--- src/rtl/i2c_command_read_sequencer_defines.svh ---
// Assertion macros shared by the RTL files.
`ifndef I2C_COMMAND_READ_SEQUENCER_DEFINES_SVH
`define I2C_COMMAND_READ_SEQUENCER_DEFINES_SVH

`ifndef SYNTHESIS

// Check a property on every rising edge, skipped while reset is high.
`define ICRS_ASSERT(lbl, clk_s, rst_s, prop) \
  lbl: assert property (@(posedge clk_s) disable iff (rst_s) prop) \
    else $error("icrs assertion failed");

// Check a property on every rising edge, reset included.
`define ICRS_ASSERT_ALWAYS(lbl, clk_s, prop) \
  lbl: assert property (@(posedge clk_s) prop) \
    else $error("icrs assertion failed");

`else

`define ICRS_ASSERT(lbl, clk_s, rst_s, prop)
`define ICRS_ASSERT_ALWAYS(lbl, clk_s, prop)

`endif

`endif

--- src/rtl/icrs_pkg.sv ---
package icrs_pkg;

  localparam int MAX_READ_LEN = 16;

  localparam int LEN_W   = 5;
  localparam int INDEX_W = 4;

  localparam logic [LEN_W-1:0] MAX_LEN_V = LEN_W'(MAX_READ_LEN);

  // Request kinds
  localparam logic CMD_START = 1'b0;
  localparam logic CMD_EVENT = 1'b1;

  // Address byte read/write bit
  localparam logic RW_READ_BIT  = 1'b1;
  localparam logic RW_WRITE_BIT = 1'b0;

  // Engine actions
  localparam logic [2:0] ACT_NONE = 3'd0;
  localparam logic [2:0] ACT_ADDR = 3'd1;
  localparam logic [2:0] ACT_DATA = 3'd2;
  localparam logic [2:0] ACT_STOP = 3'd3;
  localparam logic [2:0] ACT_NEXT = 3'd4;

  // Completion status
  localparam logic [1:0] ST_OK    = 2'd0;
  localparam logic [1:0] ST_FAULT = 2'd1;
  localparam logic [1:0] ST_NACK  = 2'd2;
  localparam logic [1:0] ST_BUSY  = 2'd3;

  typedef enum logic [1:0] {
    PH_IDLE = 2'd0,
    PH_ADDR = 2'd1,
    PH_CMD  = 2'd2,
    PH_READ = 2'd3
  } phase_t;

  typedef struct packed {
    logic             command;
    logic [6:0]       slave_address;
    logic [7:0]       command_byte;
    logic [LEN_W-1:0] read_length;
    logic             bus_fault;
    logic             nack_seen;
    logic             write_flag;
    logic [7:0]       rx_byte;
  } req_t;

  typedef struct packed {
    logic [2:0]         action;
    logic [7:0]         action_byte;
    logic               read_valid;
    logic [7:0]         read_byte;
    logic [INDEX_W-1:0] read_index;
    logic               done_res;
    logic [1:0]         status;
    logic               refused;
  } res_t;

endpackage

--- src/rtl/icrs_core.sv ---
`include "i2c_command_read_sequencer_defines.svh"

module icrs_core (
  input  logic              clk,
  input  logic              rst,
  input  logic              accept,
  input  icrs_pkg::req_t    req_data,
  output icrs_pkg::res_t    res_data
);

  icrs_pkg::phase_t               phase;
  icrs_pkg::phase_t               phase_next;
  logic [icrs_pkg::LEN_W-1:0]     bytes_read;
  logic [icrs_pkg::LEN_W-1:0]     bytes_read_next;
  logic [icrs_pkg::LEN_W-1:0]     bytes_inc;
  logic [6:0]                     held_address;
  logic [7:0]                     held_command;
  logic [icrs_pkg::LEN_W-1:0]     held_length;
  logic [icrs_pkg::LEN_W-1:0]     len_sat;
  logic                           latch;

  always_ff @(posedge clk) begin
    if (rst) begin
      phase      <= icrs_pkg::PH_IDLE;
      bytes_read <= '0;
    end else if (accept) begin
      phase      <= phase_next;
      bytes_read <= bytes_read_next;
    end
  end

  always_ff @(posedge clk) begin
    if (accept && latch) begin
      held_address <= req_data.slave_address;
      held_command <= req_data.command_byte;
      held_length  <= len_sat;
    end
  end

  assign len_sat   = (req_data.read_length > icrs_pkg::MAX_LEN_V) ? icrs_pkg::MAX_LEN_V
                                                                  : req_data.read_length;
  assign bytes_inc = bytes_read + icrs_pkg::LEN_W'(1);

  always_comb begin
    res_data        = '0;
    phase_next      = phase;
    bytes_read_next = bytes_read;
    latch           = 1'b0;
    if (req_data.command == icrs_pkg::CMD_START) begin
      if (phase != icrs_pkg::PH_IDLE) begin
        res_data.status  = icrs_pkg::ST_BUSY;
        res_data.refused = 1'b1;
      end else begin
        latch                = 1'b1;
        bytes_read_next      = '0;
        phase_next           = icrs_pkg::PH_ADDR;
        res_data.action      = icrs_pkg::ACT_ADDR;
        res_data.action_byte = {req_data.slave_address, icrs_pkg::RW_WRITE_BIT};
      end
    end else begin
      case (phase)
        icrs_pkg::PH_ADDR: begin
          if (req_data.bus_fault) begin
            res_data.done_res = 1'b1;
            res_data.status   = icrs_pkg::ST_FAULT;
            phase_next        = icrs_pkg::PH_IDLE;
          end else if (req_data.nack_seen) begin
            res_data.action   = icrs_pkg::ACT_STOP;
            res_data.done_res = 1'b1;
            res_data.status   = icrs_pkg::ST_NACK;
            phase_next        = icrs_pkg::PH_IDLE;
          end else begin
            res_data.action      = icrs_pkg::ACT_DATA;
            res_data.action_byte = held_command;
            phase_next           = icrs_pkg::PH_CMD;
          end
        end
        icrs_pkg::PH_CMD: begin
          if (req_data.bus_fault) begin
            res_data.done_res = 1'b1;
            res_data.status   = icrs_pkg::ST_FAULT;
            phase_next        = icrs_pkg::PH_IDLE;
          end else if (req_data.nack_seen) begin
            res_data.action   = icrs_pkg::ACT_STOP;
            res_data.done_res = 1'b1;
            res_data.status   = icrs_pkg::ST_NACK;
            phase_next        = icrs_pkg::PH_IDLE;
          end else if (held_length == '0) begin
            res_data.action   = icrs_pkg::ACT_STOP;
            res_data.done_res = 1'b1;
            res_data.status   = icrs_pkg::ST_OK;
            phase_next        = icrs_pkg::PH_IDLE;
          end else begin
            res_data.action      = icrs_pkg::ACT_ADDR;
            res_data.action_byte = {held_address, icrs_pkg::RW_READ_BIT};
            phase_next           = icrs_pkg::PH_READ;
          end
        end
        icrs_pkg::PH_READ: begin
          if (req_data.bus_fault) begin
            res_data.done_res = 1'b1;
            res_data.status   = icrs_pkg::ST_FAULT;
            phase_next        = icrs_pkg::PH_IDLE;
          end else if (req_data.nack_seen && req_data.write_flag) begin
            res_data.action   = icrs_pkg::ACT_STOP;
            res_data.done_res = 1'b1;
            res_data.status   = icrs_pkg::ST_NACK;
            phase_next        = icrs_pkg::PH_IDLE;
          end else begin
            res_data.read_valid = 1'b1;
            res_data.read_byte  = req_data.rx_byte;
            res_data.read_index = bytes_read[icrs_pkg::INDEX_W-1:0];
            bytes_read_next     = bytes_inc;
            if (bytes_inc >= held_length) begin
              res_data.action   = icrs_pkg::ACT_STOP;
              res_data.done_res = 1'b1;
              res_data.status   = icrs_pkg::ST_OK;
              phase_next        = icrs_pkg::PH_IDLE;
            end else begin
              res_data.action = icrs_pkg::ACT_NEXT;
            end
          end
        end
        default: begin
          res_data = '0;
        end
      endcase
    end
  end

  // A refused start leaves the transaction untouched
  `ICRS_ASSERT(a_refuse_keeps_phase, clk, rst,
    (accept && req_data.command == icrs_pkg::CMD_START && phase != icrs_pkg::PH_IDLE)
      |=> (phase == $past(phase) && bytes_read == $past(bytes_read)))
  // An accepted start from idle lands in the address phase with a fresh count
  `ICRS_ASSERT(a_start_enters_addr, clk, rst,
    (accept && req_data.command == icrs_pkg::CMD_START && phase == icrs_pkg::PH_IDLE)
      |=> (phase == icrs_pkg::PH_ADDR && bytes_read == '0))
  // While reading, the count stays below the latched length
  `ICRS_ASSERT(a_count_below_len, clk, rst,
    (phase == icrs_pkg::PH_READ) |-> (bytes_read < held_length))

endmodule

--- src/rtl/icrs_out_buf.sv ---
`include "i2c_command_read_sequencer_defines.svh"

module icrs_out_buf (
  input  logic              clk,
  input  logic              rst,
  input  logic              push,
  input  icrs_pkg::res_t    push_data,
  output logic              space,
  output logic              res_valid,
  input  logic              res_ready,
  output icrs_pkg::res_t    res_data
);

  icrs_pkg::res_t slot0;
  icrs_pkg::res_t slot1;
  logic [1:0]     count;
  logic           pop;

  assign pop       = res_valid && res_ready;
  assign space     = (count != 2'd2);
  assign res_valid = (count != 2'd0);
  assign res_data  = slot0;

  always_ff @(posedge clk) begin
    if (rst) begin
      count <= 2'd0;
    end else begin
      case ({push, pop})
        2'b10:   count <= count + 2'd1;
        2'b01:   count <= count - 2'd1;
        default: count <= count;
      endcase
    end
  end

  always_ff @(posedge clk) begin
    case ({push, pop})
      2'b10: begin
        if (count == 2'd0) begin
          slot0 <= push_data;
        end else begin
          slot1 <= push_data;
        end
      end
      2'b01: begin
        slot0 <= slot1;
      end
      2'b11: begin
        if (count == 2'd1) begin
          slot0 <= push_data;
        end else begin
          slot0 <= slot1;
          slot1 <= push_data;
        end
      end
      default: begin
        slot0 <= slot0;
      end
    endcase
  end

  `ICRS_ASSERT_ALWAYS(a_reset_empties, clk, rst |=> (count == 2'd0))
  `ICRS_ASSERT(a_count_in_range, clk, rst, (count != 2'd3))
  `ICRS_ASSERT(a_push_grows, clk, rst,
    (push && !pop) |=> (count == $past(count) + 2'd1))
  `ICRS_ASSERT(a_no_push_when_full, clk, rst, (count == 2'd2) |-> !push)

endmodule

--- src/rtl/i2c_command_read_sequencer.sv ---
// I2C command-then-read sequencer. Each request is either a start (command 0:
// slave address, command byte, read length) or an engine event (command 1:
// fault, NACK and write flags plus the received byte), and every accepted
// request yields exactly one result telling the engine what to do next
// (address byte, data byte, ACK-next or NACK-and-stop), delivering any read
// byte with its index, and flagging completion or a busy refusal with a
// status code. A request is taken every cycle while the two-entry result
// buffer has room; its result is registered into that buffer on acceptance.
// Throughput is one request per clock while the result buffer has room; the
// phase register updates once per accepted request. Read lengths above
// MAX_READ_LEN are clipped to it. Events arriving while idle yield an
// all-zero result.

module i2c_command_read_sequencer (
  input  logic              clk,
  input  logic              rst,
  input  logic              req_valid,
  output logic              req_ready,
  input  icrs_pkg::req_t    req_data,
  output logic              res_valid,
  input  logic              res_ready,
  output icrs_pkg::res_t    res_data
);

  logic           accept;
  logic           space;
  icrs_pkg::res_t step_res;

  // Take a request whenever the result buffer can hold its result.
  assign req_ready = space;
  assign accept    = req_valid && req_ready;

  // Phase register, byte counter and latched transaction fields; the next
  // phase and the result come from short logic on the request.
  icrs_core u_core (
    .clk      (clk),
    .rst      (rst),
    .accept   (accept),
    .req_data (req_data),
    .res_data (step_res)
  );

  // Hold results until the consumer takes them; two entries keep requests
  // flowing while one result waits.
  icrs_out_buf u_out_buf (
    .clk       (clk),
    .rst       (rst),
    .push      (accept),
    .push_data (step_res),
    .space     (space),
    .res_valid (res_valid),
    .res_ready (res_ready),
    .res_data  (res_data)
  );

endmodule

--- config.mk ---
export PLATFORM = sky130hd
export DESIGN_NAME = i2c_command_read_sequencer
export DESIGN_NICKNAME = d
export VERILOG_FILES = /design/src/rtl/icrs_pkg.sv /design/src/rtl/icrs_core.sv /design/src/rtl/icrs_out_buf.sv /design/src/rtl/i2c_command_read_sequencer.sv
export VERILOG_INCLUDE_DIRS = /design/src /design/src/rtl
export SDC_FILE = /design/constraint.sdc
export NUM_CORES = 1
export LEC_CHECK = 0
export CAP_MARGIN = 10
export CORE_ASPECT_RATIO = 2
export CORE_MARGIN = 4
export CORE_UTILIZATION = 58
export DETAILED_ROUTE_END_ITERATION = 10
export DONT_BUFFER_PORTS = 1
export PLACE_DENSITY = 0.74
export SETUP_SLACK_MARGIN = 0.5
export SKIP_CTS_REPAIR_TIMING = 1
export SLEW_MARGIN = 10
export SYNTH_ARGS = -nofsm -noshare
export SYNTH_HDL_FRONTEND = slang
export SYNTH_HIERARCHICAL = 1
export SYNTH_SLANG_ARGS = --single-unit
--- constraint.sdc ---
create_clock -name clk -period 5.8 [get_ports clk]
set_input_delay 0.29 -clock clk [delete_from_list [all_inputs] [get_ports clk]]
set_output_delay 0.29 -clock clk [all_outputs]
set_load 0.01 [all_outputs]
==> metrics <==
Power per Cell Area 477.5 mW/mm^2; run status finished, final reports clean; Slew Limit Headroom 23.29%; fraction of synthesized cell area taken by the top area cell type 52.32%; Initial Util 59.57%; Overall Power 0.002283 W; min cycle time layout just under 3000 ps; Tot GR Track Use between 20% and 30%; first-pass GRT wire length 14.10 mm; CTS Root Cell clkbuf_16; syn nets around 430; vias in the first global route 2875; share of flip-flops with an asynchronous set or reset 0%; Crit. Startpoint u_core/bytes_read[0]$_SDFFE_PP0P_; Seq/Total Area, Yosys 56.45%; crit path max-delay cell type dfxtp_1; Mean Syn Cell Area roughly 12 um^2; Yosys top cell by area edfxtp_1; FF-to-FF path depth 11; final-report max-slew violation count 0; CTS H-tree depth 3; max frequency between 0.3 and 0.4 GHz; placed cells 454; Setup CP Type flip-flop to flip-flop; DR pass1 iterations 5; detailed-route DRC error count 0; Final WS setup between 2000 and 3000 ps; LEAKAGE 1.817 nW; main area contributors after synthesis edfxtp_1 52%, nand2_1 6.3%, a22oi_1 6.0%; routed len/inst between 15 and 20 um; Setup crit start kind flip-flop; die span in y 130.6 um; period utilisation layout around half; Die ar. around 0.0091 mm^2; via count 2893; initial antenna violation count 0; initial drt markers 203; reg-to-reg startpoint u_core/bytes_read[0]$_SDFFE_PP0P_; Final Non-Filler Cells 470; Rows 44; r2r endpoint u_out_buf/res_data[25]$_DFFE_PP_; Unique masters post-synth 45; final setup fails 0; R2R setup slack about 2800 ps; RSZ-0062 raised after global routing no; Clock Sinks 85; crit-path cells ha_1, nand3_1, xnor2_1, ha_1, a21o_1, a311o_1, a221oi_1, o21bai_1, mux2_4, nand2_1, nand2_1; crit end category flip-flop; worst hold path depth 1; Critical Path Max Stage Delay approximately 430 ps; Worst Hold Class input port to flip-flop; Mapped Area 0.004362 mm^2; final net count about 430; Post-synth EDFFs 76; gpl congestion around 0.82; Worst-Skew Late Latency 330 ps; DPL Wire Length between 6 and 7 mm; Worst EP arrival ~3000 ps; total grt overflow 0; post-route ant nets 0; Hold Path Sink u_core/bytes_read[2]$_SDFFE_PP0P_; synthesized netlist cell count roughly 370; Hold Slack approximately 20 ps; Clk pin slew, worst setup/hold paths 60 ps; hold path startpoint rst; pin count of the biggest net entering global routing 31; io pins between 60 and 70; Fin. Hold Viols 0; Die X 69.32 um; peak supply drop 0.0002708 V; worst slew pin tran 1142 ps; max cap viols 0; fillers around 530; layout cell share with drive strength beyond 1 around 14%; Req. time, crit path 5880 ps; P&R area growth vs syn 9.610%; Routed WL 8.787 mm; ANT cells 0; CTS Buf Count 9; number of synthesized register bits 85; CTS tree built; setup_tns 0 ps; DP Worst Slack roughly 2800 ps; Synthesis Warnings 6; core box area about 0.0073 mm^2; Top FF cell, synth edfxtp_1; clock buffer depth 2; DR vias/cell a little over 6; skew final 5.715 ps; crit-path max FO 7; PortBufs 0
[worst max-delay path: cells and delay by family (launching register included)]
kind	cells	cell delay (ps)
mux	1	280
simple gates	3	240
fa+ha+maj	2	570
flops	1	430
xor+xnor	1	230
compound gates	4	980
[final cells by class]
cell class,count,area (um^2),share of cell area (%)
Clock inverter,5,98.84,2.068
Inverter,16,60.06,1.256
Timing Repair Buffer,6,45.04,0.9422
Sequential cell,85,2462,51.50
Clock buffer,11,232.7,4.868
Multi-Input combinational cell,255,1767,36.95
Tap cell,92,115.1,2.408
[cells by family (layout without fill, tap and decap cells)]
kind of cell	Yosys count	after routing	synth area share, %
mux	30	30	8.463
simple gates	125	125	13.68
compound gates	78	78	11.90
flops	85	85	56.45
buf+inv	33	38	3.528
fa+ha+maj	18	18	5.164
xor+xnor	4	4	0.8034
[state kept, by name, indices dropped and copies added (netlist names)]
| name | cells |
|---|---|
| u_out_buf/slot1 | 28 |
| u_core/held_address | 7 |
| u_out_buf/count | 2 |
| u_core/held_length | 5 |
| u_core/held_command | 8 |
| u_out_buf/res_data | 28 |
| u_core/bytes_read | 5 |
| u_core/phase | 2 |
[how the worst max path moves through the flow]
stage,cells after the start,to,slack (ps)
2_1_floorplan,8,u_out_buf/slot1[0]$_DFFE_PP_,1640
3_3_place_gp,11,u_out_buf/res_data[25]$_DFFE_PP_,3010
3_5_place_dp,11,u_out_buf/res_data[25]$_DFFE_PP_,2850
4_1_cts,11,u_out_buf/res_data[25]$_DFFE_PP_,2820
5_1_grt,11,u_out_buf/res_data[25]$_DFFE_PP_,2530
6_report,11,u_out_buf/res_data[25]$_DFFE_PP_,2820
[cell usage after synthesis (2+ instances only)]
| master | instances |
|---|---|
| a211oi_1 | 2 |
| a21oi_1 | 11 |
| a221oi_1 | 2 |
| a22oi_1 | 35 |
| a31oi_1 | 2 |
| and2_1 | 15 |
| buf_2 | 9 |
| buf_6 | 2 |
| clkbuf_1 | 4 |
| dfxtp_1 | 9 |
| edfxtp_1 | 76 |
| ha_1 | 18 |
| inv_1 | 15 |
| mux2_2 | 19 |
| mux2_4 | 9 |
| mux2i_1 | 2 |
| nand2_1 | 73 |
| nand2b_1 | 3 |
| nand3_1 | 2 |
| nand4_1 | 3 |
| nor2_1 | 10 |
| nor2b_1 | 7 |
| nor3_1 | 3 |
| o21ai_0 | 18 |
| o21bai_1 | 2 |
| xnor2_1 | 2 |
| xor2_1 | 2 |
[report_power, final]
part	switching, W	leakage (nW)	internal, W
Combinational	0.000340	0.842	0.000224
Sequential	0.000139	0.814	0.000947
Clock	0.000214	0.161	0.000419
[metrics by stage]
| stage | instance area [um^2] | util [%] |
|---|---|---|
| CTS | 4781 | 65.29 |
| floorplan | 4362 | - |
| finish | 4781 | 65.29 |
| global placement | 4449 | 60.77 |
| global route | 4781 | 65.29 |
| detailed placement | 4449 | 60.77 |
[placed cells by master (no fill, tap or decap), types with 10 or more instances in the layout]
master / n
nand2_1: 73
nor2_1: 10
edfxtp_1: 76
mux2_2: 19
inv_1: 15
a22oi_1: 35
ha_1: 18
and2_1: 15
a21oi_1: 11
o21ai_0: 17
[per-layer routing]
layer	GRT usage, %	vias to the layer above	wire length [um]
li1	-	1363	-
met1	22.29	1412	3361
met2	35.25	106	4816
met3	5.360	12	469
met4	10.01	0	140
met5	0	-	0
(Power assumes the default switching activity.)
